**src/sv/qpd_pkg.sv**
```systemverilog
package qpd_pkg;

   localparam int QUEUE_DEPTH_DEFAULT = 4;

   localparam logic [7:0] CHAR_EQ    = 8'h3D;
   localparam logic [7:0] CHAR_BANG  = 8'h21;
   localparam logic [7:0] CHAR_TILDE = 8'h7E;
   localparam logic [7:0] CHAR_TAB   = 8'h09;
   localparam logic [7:0] CHAR_CR    = 8'h0D;
   localparam logic [7:0] CHAR_LF    = 8'h0A;
   localparam logic [7:0] CHAR_SPACE = 8'h20;

   typedef enum logic [1:0] {
      MODE_NORMAL    = 2'd0,
      MODE_EQ        = 2'd1,
      MODE_EQ_CR     = 2'd2,
      MODE_ONE_DIGIT = 2'd3
   } qpd_mode_type;

   // decoded bytes of one input item; cnt == 0 marks an empty message end
   typedef struct packed {
      logic [7:0] b0;
      logic [7:0] b1;
      logic [7:0] b2;
      logic [1:0] cnt;
      logic       last;
   } qpd_rec_type;

   function automatic logic is_hex(input logic [7:0] c);
      return (c >= 8'h30 && c <= 8'h39) || (c >= 8'h41 && c <= 8'h46) ||
             (c >= 8'h61 && c <= 8'h66);
   endfunction

   function automatic logic [3:0] hex_value(input logic [7:0] c);
      logic [3:0] v;
      v = 4'd0;
      if (c >= 8'h30 && c <= 8'h39) begin
         v = c[3:0];
      end else if ((c >= 8'h41 && c <= 8'h46) || (c >= 8'h61 && c <= 8'h66)) begin
         v = c[3:0] + 4'd9;
      end
      return v;
   endfunction

   function automatic logic is_pass(input logic [7:0] c);
      return c == CHAR_SPACE || c == CHAR_TAB || c == CHAR_CR || c == CHAR_LF ||
             (c >= CHAR_BANG && c <= CHAR_TILDE && c != CHAR_EQ);
   endfunction

endpackage

```
**src/sv/qpd_front.sv**
```systemverilog
module qpd_front (
   input  logic                clock,
   input  logic                reset,
   input  logic                in_accept,
   input  logic [7:0]          in_byte,
   input  logic                in_last,
   output logic                rec_push,
   output qpd_pkg::qpd_rec_type rec
);
   import qpd_pkg::*;

   qpd_mode_type mode_ff, mode_in;
   logic [7:0]   held_ff, held_in;
   logic [7:0]   decoded;

   assign decoded = {hex_value(held_ff), hex_value(in_byte)};

   always_ff @(posedge clock) begin
      if (reset) begin
         mode_ff <= MODE_NORMAL;
         held_ff <= 8'h00;
      end else if (in_accept) begin
         mode_ff <= mode_in;
         held_ff <= held_in;
      end
   end

   always_comb begin
      mode_in = mode_ff;
      held_in = held_ff;
      case (mode_ff)
         MODE_NORMAL: begin
            if (in_byte == CHAR_EQ) mode_in = MODE_EQ;
         end
         MODE_EQ, MODE_EQ_CR: begin
            if (in_byte == CHAR_LF) begin
               mode_in = MODE_NORMAL;
            end else if (in_byte == CHAR_CR && mode_ff == MODE_EQ) begin
               mode_in = MODE_EQ_CR;
            end else if (is_hex(in_byte)) begin
               mode_in = MODE_ONE_DIGIT;
               held_in = in_byte;
            end else begin
               mode_in = MODE_NORMAL;
            end
         end
         MODE_ONE_DIGIT: begin
            held_in = 8'h00;
            mode_in = (in_byte == CHAR_EQ) ? MODE_EQ : MODE_NORMAL;
         end
         default: mode_in = MODE_NORMAL;
      endcase
      if (in_last) begin
         mode_in = MODE_NORMAL;
         held_in = 8'h00;
      end
   end

   always_comb begin
      rec      = '0;
      rec.last = in_last;
      case (mode_ff)
         MODE_NORMAL: begin
            if (is_pass(in_byte)) begin
               rec.b0  = in_byte;
               rec.cnt = 2'd1;
            end
         end
         MODE_EQ, MODE_EQ_CR: begin
            if (in_byte == CHAR_LF) begin
               rec.cnt = 2'd0;
            end else if (in_byte == CHAR_CR && mode_ff == MODE_EQ) begin
               rec.cnt = 2'd0;
            end else if (is_hex(in_byte)) begin
               // digit held; a message end flushes it literally
               if (in_last) begin
                  rec.b0  = CHAR_EQ;
                  rec.b1  = in_byte;
                  rec.cnt = 2'd2;
               end
            end else begin
               rec.b0  = CHAR_EQ;
               rec.b1  = in_byte;
               rec.cnt = 2'd2;
            end
         end
         MODE_ONE_DIGIT: begin
            if (is_hex(in_byte)) begin
               if (decoded == CHAR_TAB || decoded >= CHAR_SPACE) begin
                  rec.b0  = decoded;
                  rec.cnt = 2'd1;
               end
            end else begin
               rec.b0  = CHAR_EQ;
               rec.b1  = held_ff;
               rec.cnt = 2'd2;
               if (is_pass(in_byte)) begin
                  rec.b2  = in_byte;
                  rec.cnt = 2'd3;
               end
            end
         end
         default: rec.cnt = 2'd0;
      endcase
   end

   assign rec_push = in_accept && (rec.cnt != 2'd0 || in_last);

endmodule

```
**src/sv/qpd_queue.sv**
```systemverilog
module qpd_queue #(
   parameter int DEPTH = qpd_pkg::QUEUE_DEPTH_DEFAULT
) (
   input  logic                 clock,
   input  logic                 reset,
   input  logic                 push,
   input  qpd_pkg::qpd_rec_type push_rec,
   output logic                 full,
   input  logic                 pop,
   output logic                 empty,
   output qpd_pkg::qpd_rec_type head_rec
);
   import qpd_pkg::*;

   localparam int PW = (DEPTH > 1) ? $clog2(DEPTH) : 1;
   localparam int CW = $clog2(DEPTH + 1);

   qpd_rec_type   mem_ff [DEPTH];
   logic [PW-1:0] wr_ptr_ff, wr_ptr_in;
   logic [PW-1:0] rd_ptr_ff, rd_ptr_in;
   logic [CW-1:0] count_ff, count_in;
   logic          do_push, do_pop;

   assign full     = count_ff == CW'(DEPTH);
   assign empty    = count_ff == '0;
   assign do_push  = push && !full;
   assign do_pop   = pop && !empty;
   assign head_rec = mem_ff[rd_ptr_ff];

   always_comb begin
      wr_ptr_in = wr_ptr_ff;
      rd_ptr_in = rd_ptr_ff;
      count_in  = count_ff;
      if (do_push) wr_ptr_in = (wr_ptr_ff == PW'(DEPTH - 1)) ? '0 : wr_ptr_ff + 1'b1;
      if (do_pop)  rd_ptr_in = (rd_ptr_ff == PW'(DEPTH - 1)) ? '0 : rd_ptr_ff + 1'b1;
      if (do_push && !do_pop) count_in = count_ff + 1'b1;
      if (do_pop && !do_push) count_in = count_ff - 1'b1;
   end

   always_ff @(posedge clock) begin
      if (reset) begin
         wr_ptr_ff <= '0;
         rd_ptr_ff <= '0;
         count_ff  <= '0;
      end else begin
         wr_ptr_ff <= wr_ptr_in;
         rd_ptr_ff <= rd_ptr_in;
         count_ff  <= count_in;
      end
   end

   always_ff @(posedge clock) begin
      if (do_push) mem_ff[wr_ptr_ff] <= push_rec;
   end

endmodule

```
**src/sv/qpd_back.sv**
```systemverilog
module qpd_back (
   input  logic                 clock,
   input  logic                 reset,
   input  qpd_pkg::qpd_rec_type head_rec,
   input  logic                 q_empty,
   input  logic                 out_pop,
   output logic                 q_pop,
   output logic [7:0]           out_byte,
   output logic                 byte_valid,
   output logic                 run_last,
   output logic                 msg_end
);
   import qpd_pkg::*;

   logic [1:0] idx_ff, idx_in;
   logic [1:0] final_idx;
   logic       transfer;

   assign final_idx  = (head_rec.cnt == 2'd0) ? 2'd0 : head_rec.cnt - 2'd1;
   assign run_last   = idx_ff == final_idx;
   assign msg_end    = run_last && head_rec.last;
   assign byte_valid = head_rec.cnt != 2'd0;
   assign transfer   = out_pop && !q_empty;
   assign q_pop      = transfer && run_last;

   always_comb begin
      case (idx_ff)
         2'd0:    out_byte = byte_valid ? head_rec.b0 : 8'h00;
         2'd1:    out_byte = head_rec.b1;
         default: out_byte = head_rec.b2;
      endcase
   end

   always_comb begin
      idx_in = idx_ff;
      if (transfer) idx_in = run_last ? 2'd0 : idx_ff + 2'd1;
   end

   always_ff @(posedge clock) begin
      if (reset) begin
         idx_ff <= 2'd0;
      end else begin
         idx_ff <= idx_in;
      end
   end

endmodule

```
**src/sv/quoted_printable_decoder_core.sv**
```systemverilog
// Channel   Ports                                                 Transfer when
// req       req_push, req_full, req_in_byte, req_in_last          push & !full
// rsp       rsp_pop, rsp_empty, rsp_out_byte, rsp_byte_valid,      pop & !empty
//           rsp_run_last, rsp_msg_end
//
// One input byte per cycle while req_full is low; the front decodes it in the
// cycle it is taken. Results leave the record queue one per cycle while rsp_pop
// is high and rsp_empty is low, so a byte's two or three results take turns.
// req_full rises when QUEUE_DEPTH records are waiting.
// Synchronous reset clears the escape state and empties the queue.
module quoted_printable_decoder_core #(
   parameter int QUEUE_DEPTH = qpd_pkg::QUEUE_DEPTH_DEFAULT
) (
   input  logic       clock,
   input  logic       reset,
   input  logic       req_push,
   output logic       req_full,
   input  logic [7:0] req_in_byte,
   input  logic       req_in_last,
   output logic       rsp_empty,
   input  logic       rsp_pop,
   output logic [7:0] rsp_out_byte,
   output logic       rsp_byte_valid,
   output logic       rsp_run_last,
   output logic       rsp_msg_end
);
   import qpd_pkg::*;

   qpd_rec_type rec, head_rec;
   logic        rec_push, q_pop, accept;

   assign accept = req_push && !req_full;

   qpd_front u_front (
      .clock     (clock),
      .reset     (reset),
      .in_accept (accept),
      .in_byte   (req_in_byte),
      .in_last   (req_in_last),
      .rec_push  (rec_push),
      .rec       (rec)
   );

   qpd_queue #(.DEPTH(QUEUE_DEPTH)) u_queue (
      .clock    (clock),
      .reset    (reset),
      .push     (rec_push),
      .push_rec (rec),
      .full     (req_full),
      .pop      (q_pop),
      .empty    (rsp_empty),
      .head_rec (head_rec)
   );

   qpd_back u_back (
      .clock      (clock),
      .reset      (reset),
      .head_rec   (head_rec),
      .q_empty    (rsp_empty),
      .out_pop    (rsp_pop),
      .q_pop      (q_pop),
      .out_byte   (rsp_out_byte),
      .byte_valid (rsp_byte_valid),
      .run_last   (rsp_run_last),
      .msg_end    (rsp_msg_end)
   );

endmodule
```
**config.mk**
```make
export PLATFORM = sky130hd
export DESIGN_NAME = quoted_printable_decoder_core
export DESIGN_NICKNAME = d
export VERILOG_FILES = /design/src/sv/qpd_pkg.sv /design/src/sv/qpd_front.sv /design/src/sv/qpd_queue.sv /design/src/sv/qpd_back.sv /design/src/sv/quoted_printable_decoder_core.sv
export SDC_FILE = /design/constraint.sdc
export NUM_CORES = 1
export LEC_CHECK = 0
export BUFFER_PORTS_ARGS = -buffer_cell sky130_fd_sc_hd__buf_2
export CORE_ASPECT_RATIO = 1.1
export CORE_UTILIZATION = 62
export CTS_CLUSTER_SIZE = 12
export DETAILED_ROUTE_END_ITERATION = 6
export PLACE_DENSITY = 0.8
export SLEW_MARGIN = 20
export SYNTH_ARGS = -nofsm -noshare
export SYNTH_HDL_FRONTEND = slang
export SYNTH_HIERARCHICAL = 1
export SYNTH_SLANG_ARGS = --single-unit
```
**constraint.sdc**
```tcl
create_clock -name clock -period 11.46 [get_ports clock]
set_input_delay 1.719 -clock clock [delete_from_list [all_inputs] [get_ports clock]]
set_output_delay 1.719 -clock clock [all_outputs]
set_load 0.02 [all_outputs]
```
==> impl_metrics.yaml <==
run_status:
  status: "finished, violations left"
  violations: "DRC"
synth:
  synth-edff-count: 108
  synth_seq_cells: 129
  ys_seq_area_share_pct: 58.95
  syn_area_um2: 6215
  synth_flop_cell: "edfxtp_1"
  synth.net_count: 476
  synthCells: 443
  async_flop_share_pct: 0
  synth_warnings: 6
  synth_cell_type_count: 76
  avgSynthCellArea_um2: 14.03
clock_network:
  post_cts_buffers: 0
  clkSinkCount: 129
  root_buffer: "clkbuf_8"
  path_clk_slew_ps: 60
  clk_latency_ps: 510
  post_cts_resized: 0
  hold_buffers: 0
  tritoncts: "yes"
  clk_path_buf_depth: 2
  htree_num_levels: 4
  cts_made_buffers: 17
drt:
  wirelength_um: 13240
  avgViaCountPerCell: 6.550
  first_iter_violations: 344
  drt_pre_antenna_iters: 7
  drcViolationCount: 1
  ant_nets: 0
  detail_route.wl_per_cell_um: 22.22
  num_vias: 3904
floorplan:
  io_pins: 26
  die_x_um: 97.46
  row_count: 37
  initial_core_util_pct: 65.17
  core_um2: 9537
  chipHeight_um: 107.0
  die_area_um2: 10430
placement:
  post-place-cells: 565
  hpwl_um: 8598
  finalWeightedCongestion: 0.9759
  portBuffers: 25
grt:
  grt_max_degree: 28
  overflow: 0
  gr-max-usage-layer: "met2"
  grt_util_met2_pct: 46.95
  grt_pass1_vias: 3917
  antenna_found_initial: 0
  gr-usage-met1_pct: 35.36
  track_usage_pct: 27.43
  grt_pass1_wl_um: 21280
  grt_util_met3_pct: 6.323
power:
  clkPwrFrac_pct: 46.0
  p_per_area_nw_per_um2: 169.4
  p_comb_share_pct: 8.7
  peakVddDrop_uv: 105.7
  finalPower_mw: 1.179
  seqPwrFrac_pct: 45.3
  switchingPower_mw: 0.2655
  power_leakage_nw: 2.462
  sw_frac_of_total_pct: 22.51
  p_int_mw: 0.9139
layout:
  layout-drive-gt1-share_pct: 22.55
  final_common_cell: "edfxtp_1"
  antenna_cells: 0
  post-route-util_pct: 73.01
  final_cell_mix: "108 x edfxtp_1, 30 x inv_1, 27 x mux4_2"
  area_delta_synth_final_pct: 12.04
  final_cells: 596
  nNetsFinal: 500
critical_path:
  cp_common_cell: "inv_1"
  cp-end-kind: "register"
  crit_required_ps: 11910
  rr_worst_depth: 16
  r2r-end: "u_queue/count_ff[2]"
  crit_chain: "buf_2, inv_1, ha_1, or3b_4, and4b_4, nor4_4, o21ai_2, inv_2, o31ai_1, a31oi_1, and2_4, inv_1, ha_1, inv_1, fa_1, xor2_1, or3_2, a21oi_1"
  start_kind: "input port"
  cp_slowest_cell: "a31oi_1"
  critical_path_depth: 18
  path_class: "in -> reg"
  critical-path-top-delay-family: "simple AND/OR/NAND/NOR gates"
  path_buf_inv: 5
  worstPathArrival_ps: 5650
  cp_max_fo: 11
  r2r_start: "u_front/held_ff[1]"
  rrSetupSlack_ps: 7510
  slowest_delay_ps: 460
timing:
  fin_setup_tns_ps: 0
  maxSlewHeadroom_pct: 34.73
  fmax_mhz: 192.3
  period_share_pct: 45.37
  setup_viol: 0
  fin_hold_ws_ps: 477.6
  rsz0062_at_grt: "false"
  min_period_ps: 5199
  fin_worst_skew_ps: 7.618
  finalMaxSlewViolations: 0
  hold_viol: 0
  worstMarginPinSlew_ps: 979.0
min_path:
  hold_start: "u_front/mode_ff[1]"
  whs_endpoint: "u_front/mode_ff[1]"
  hp-class: "reg -> reg"
  worstHoldPathCells: 2
flow_run:
  max_cap_violations: 0
final cells by class:
| class | count | area (µm²) |
|---|---|---|
| clock buffer | 17 | 414.1 |
| clock inverter | 14 | 191.4 |
| fill | 609 | 2574 |
| inverter | 31 | 116.4 |
| multi-input combinational | 262 | 2297 |
| sequential | 129 | 3665 |
| tap | 117 | 146.4 |
| timing repair buffer | 26 | 132.6 |
cell families after synthesis:
family,share of synthesized area (%)
flops,58.95
simple gates,12.14
compound gates,10.23
buf+inv,4.087
mux,10.11
fa+ha+maj,4.147
xor+xnor,0.2819
other cells,0.06034
state kept, by name, indices dropped and copies added, names as in the netlist, named ones only:
register,cells
u_queue/count_ff,3
u_queue/rd_ptr_ff,2
u_back/idx_ff,2
u_queue/wr_ptr_ff,2
u_queue/mem_ff,108
u_front/held_ff,8
u_front/mode_ff,2
synthesized netlist by cell type (3+ instances only):
master	count	area (µm²)
a21o_1	3	22.52
a21oi_1	23	115.1
a222oi_1	8	80.08
a22oi_1	9	67.56
a31oi_1	3	18.77
and2_1	5	31.28
and3_1	9	56.30
and3_2	4	30.03
buf_2	5	25.02
buf_4	4	30.03
buf_6	5	56.30
clkbuf_1	6	22.52
dfxtp_1	21	420.4
edfxtp_1	108	3243
ha_1	19	237.7
inv_1	30	112.6
mux4_2	27	608.1
nand2_1	17	63.81
nand2b_1	9	56.30
nand3_1	16	80.08
nor2_1	24	90.09
nor3_1	8	40.04
o21ai_0	7	35.03
o21bai_1	3	22.52
o31ai_1	4	30.03
or3b_1	3	26.28
power groups by stage:
| stage | sequential, mW | clock [mW] | combinational, mW |
|---|---|---|---|
| 2_1_floorplan | 0.538 | 0 | 0.0762 |
| 3_3_place_gp | 0.542 | 0 | 0.0984 |
| 3_5_place_dp | 0.544 | 0 | 0.101 |
| 4_1_cts | 0.534 | 0.549 | 0.103 |
| 5_1_grt | 0.536 | 0.570 | 0.111 |
| 6_report | 0.534 | 0.543 | 0.103 |
per-stage QoR:
step	worst slack (ps)	cell area, µm²
floorplan	6231	6215
global placement	5985	6357
detailed placement	5814	6357
CTS	6355	6963
global route	6014	6963
finish	6261	6963
how the worst max path moves through the flow:
stage | from | to | slack [ps]
detailed placement | req_in_byte[1] | u_queue/count_ff[2] | 5810
finish | req_in_byte[1] | u_queue/count_ff[2] | 6260
CTS | req_in_byte[1] | u_queue/count_ff[2] | 6350
global route | req_in_byte[1] | u_queue/count_ff[2] | 6010
global placement | req_in_byte[1] | u_queue/count_ff[2] | 5980
floorplan | req_in_byte[1] | u_queue/count_ff[2] | 6230
worst register-to-register path: cells and delay by family, from the launching register on:
kind | cells | cell delay, ps
AO/OA/AOI/OAI | 4 | 990
buffers and inverters | 3 | 240
adder cells (fa/ha/maj) | 3 | 590
AND/OR/NAND/NOR | 5 | 1500
flip-flops | 1 | 480
XOR/XNOR | 1 | 70
per-layer routing:
metal / part of all wire, % / up-vias
li1: - / 1784
met1: 41 / 1934
met2: 51 / 165
met3: 5.9 / 21
met4: 1.2 / 0
met5: 0 / -
(Power assumes the default switching activity.)
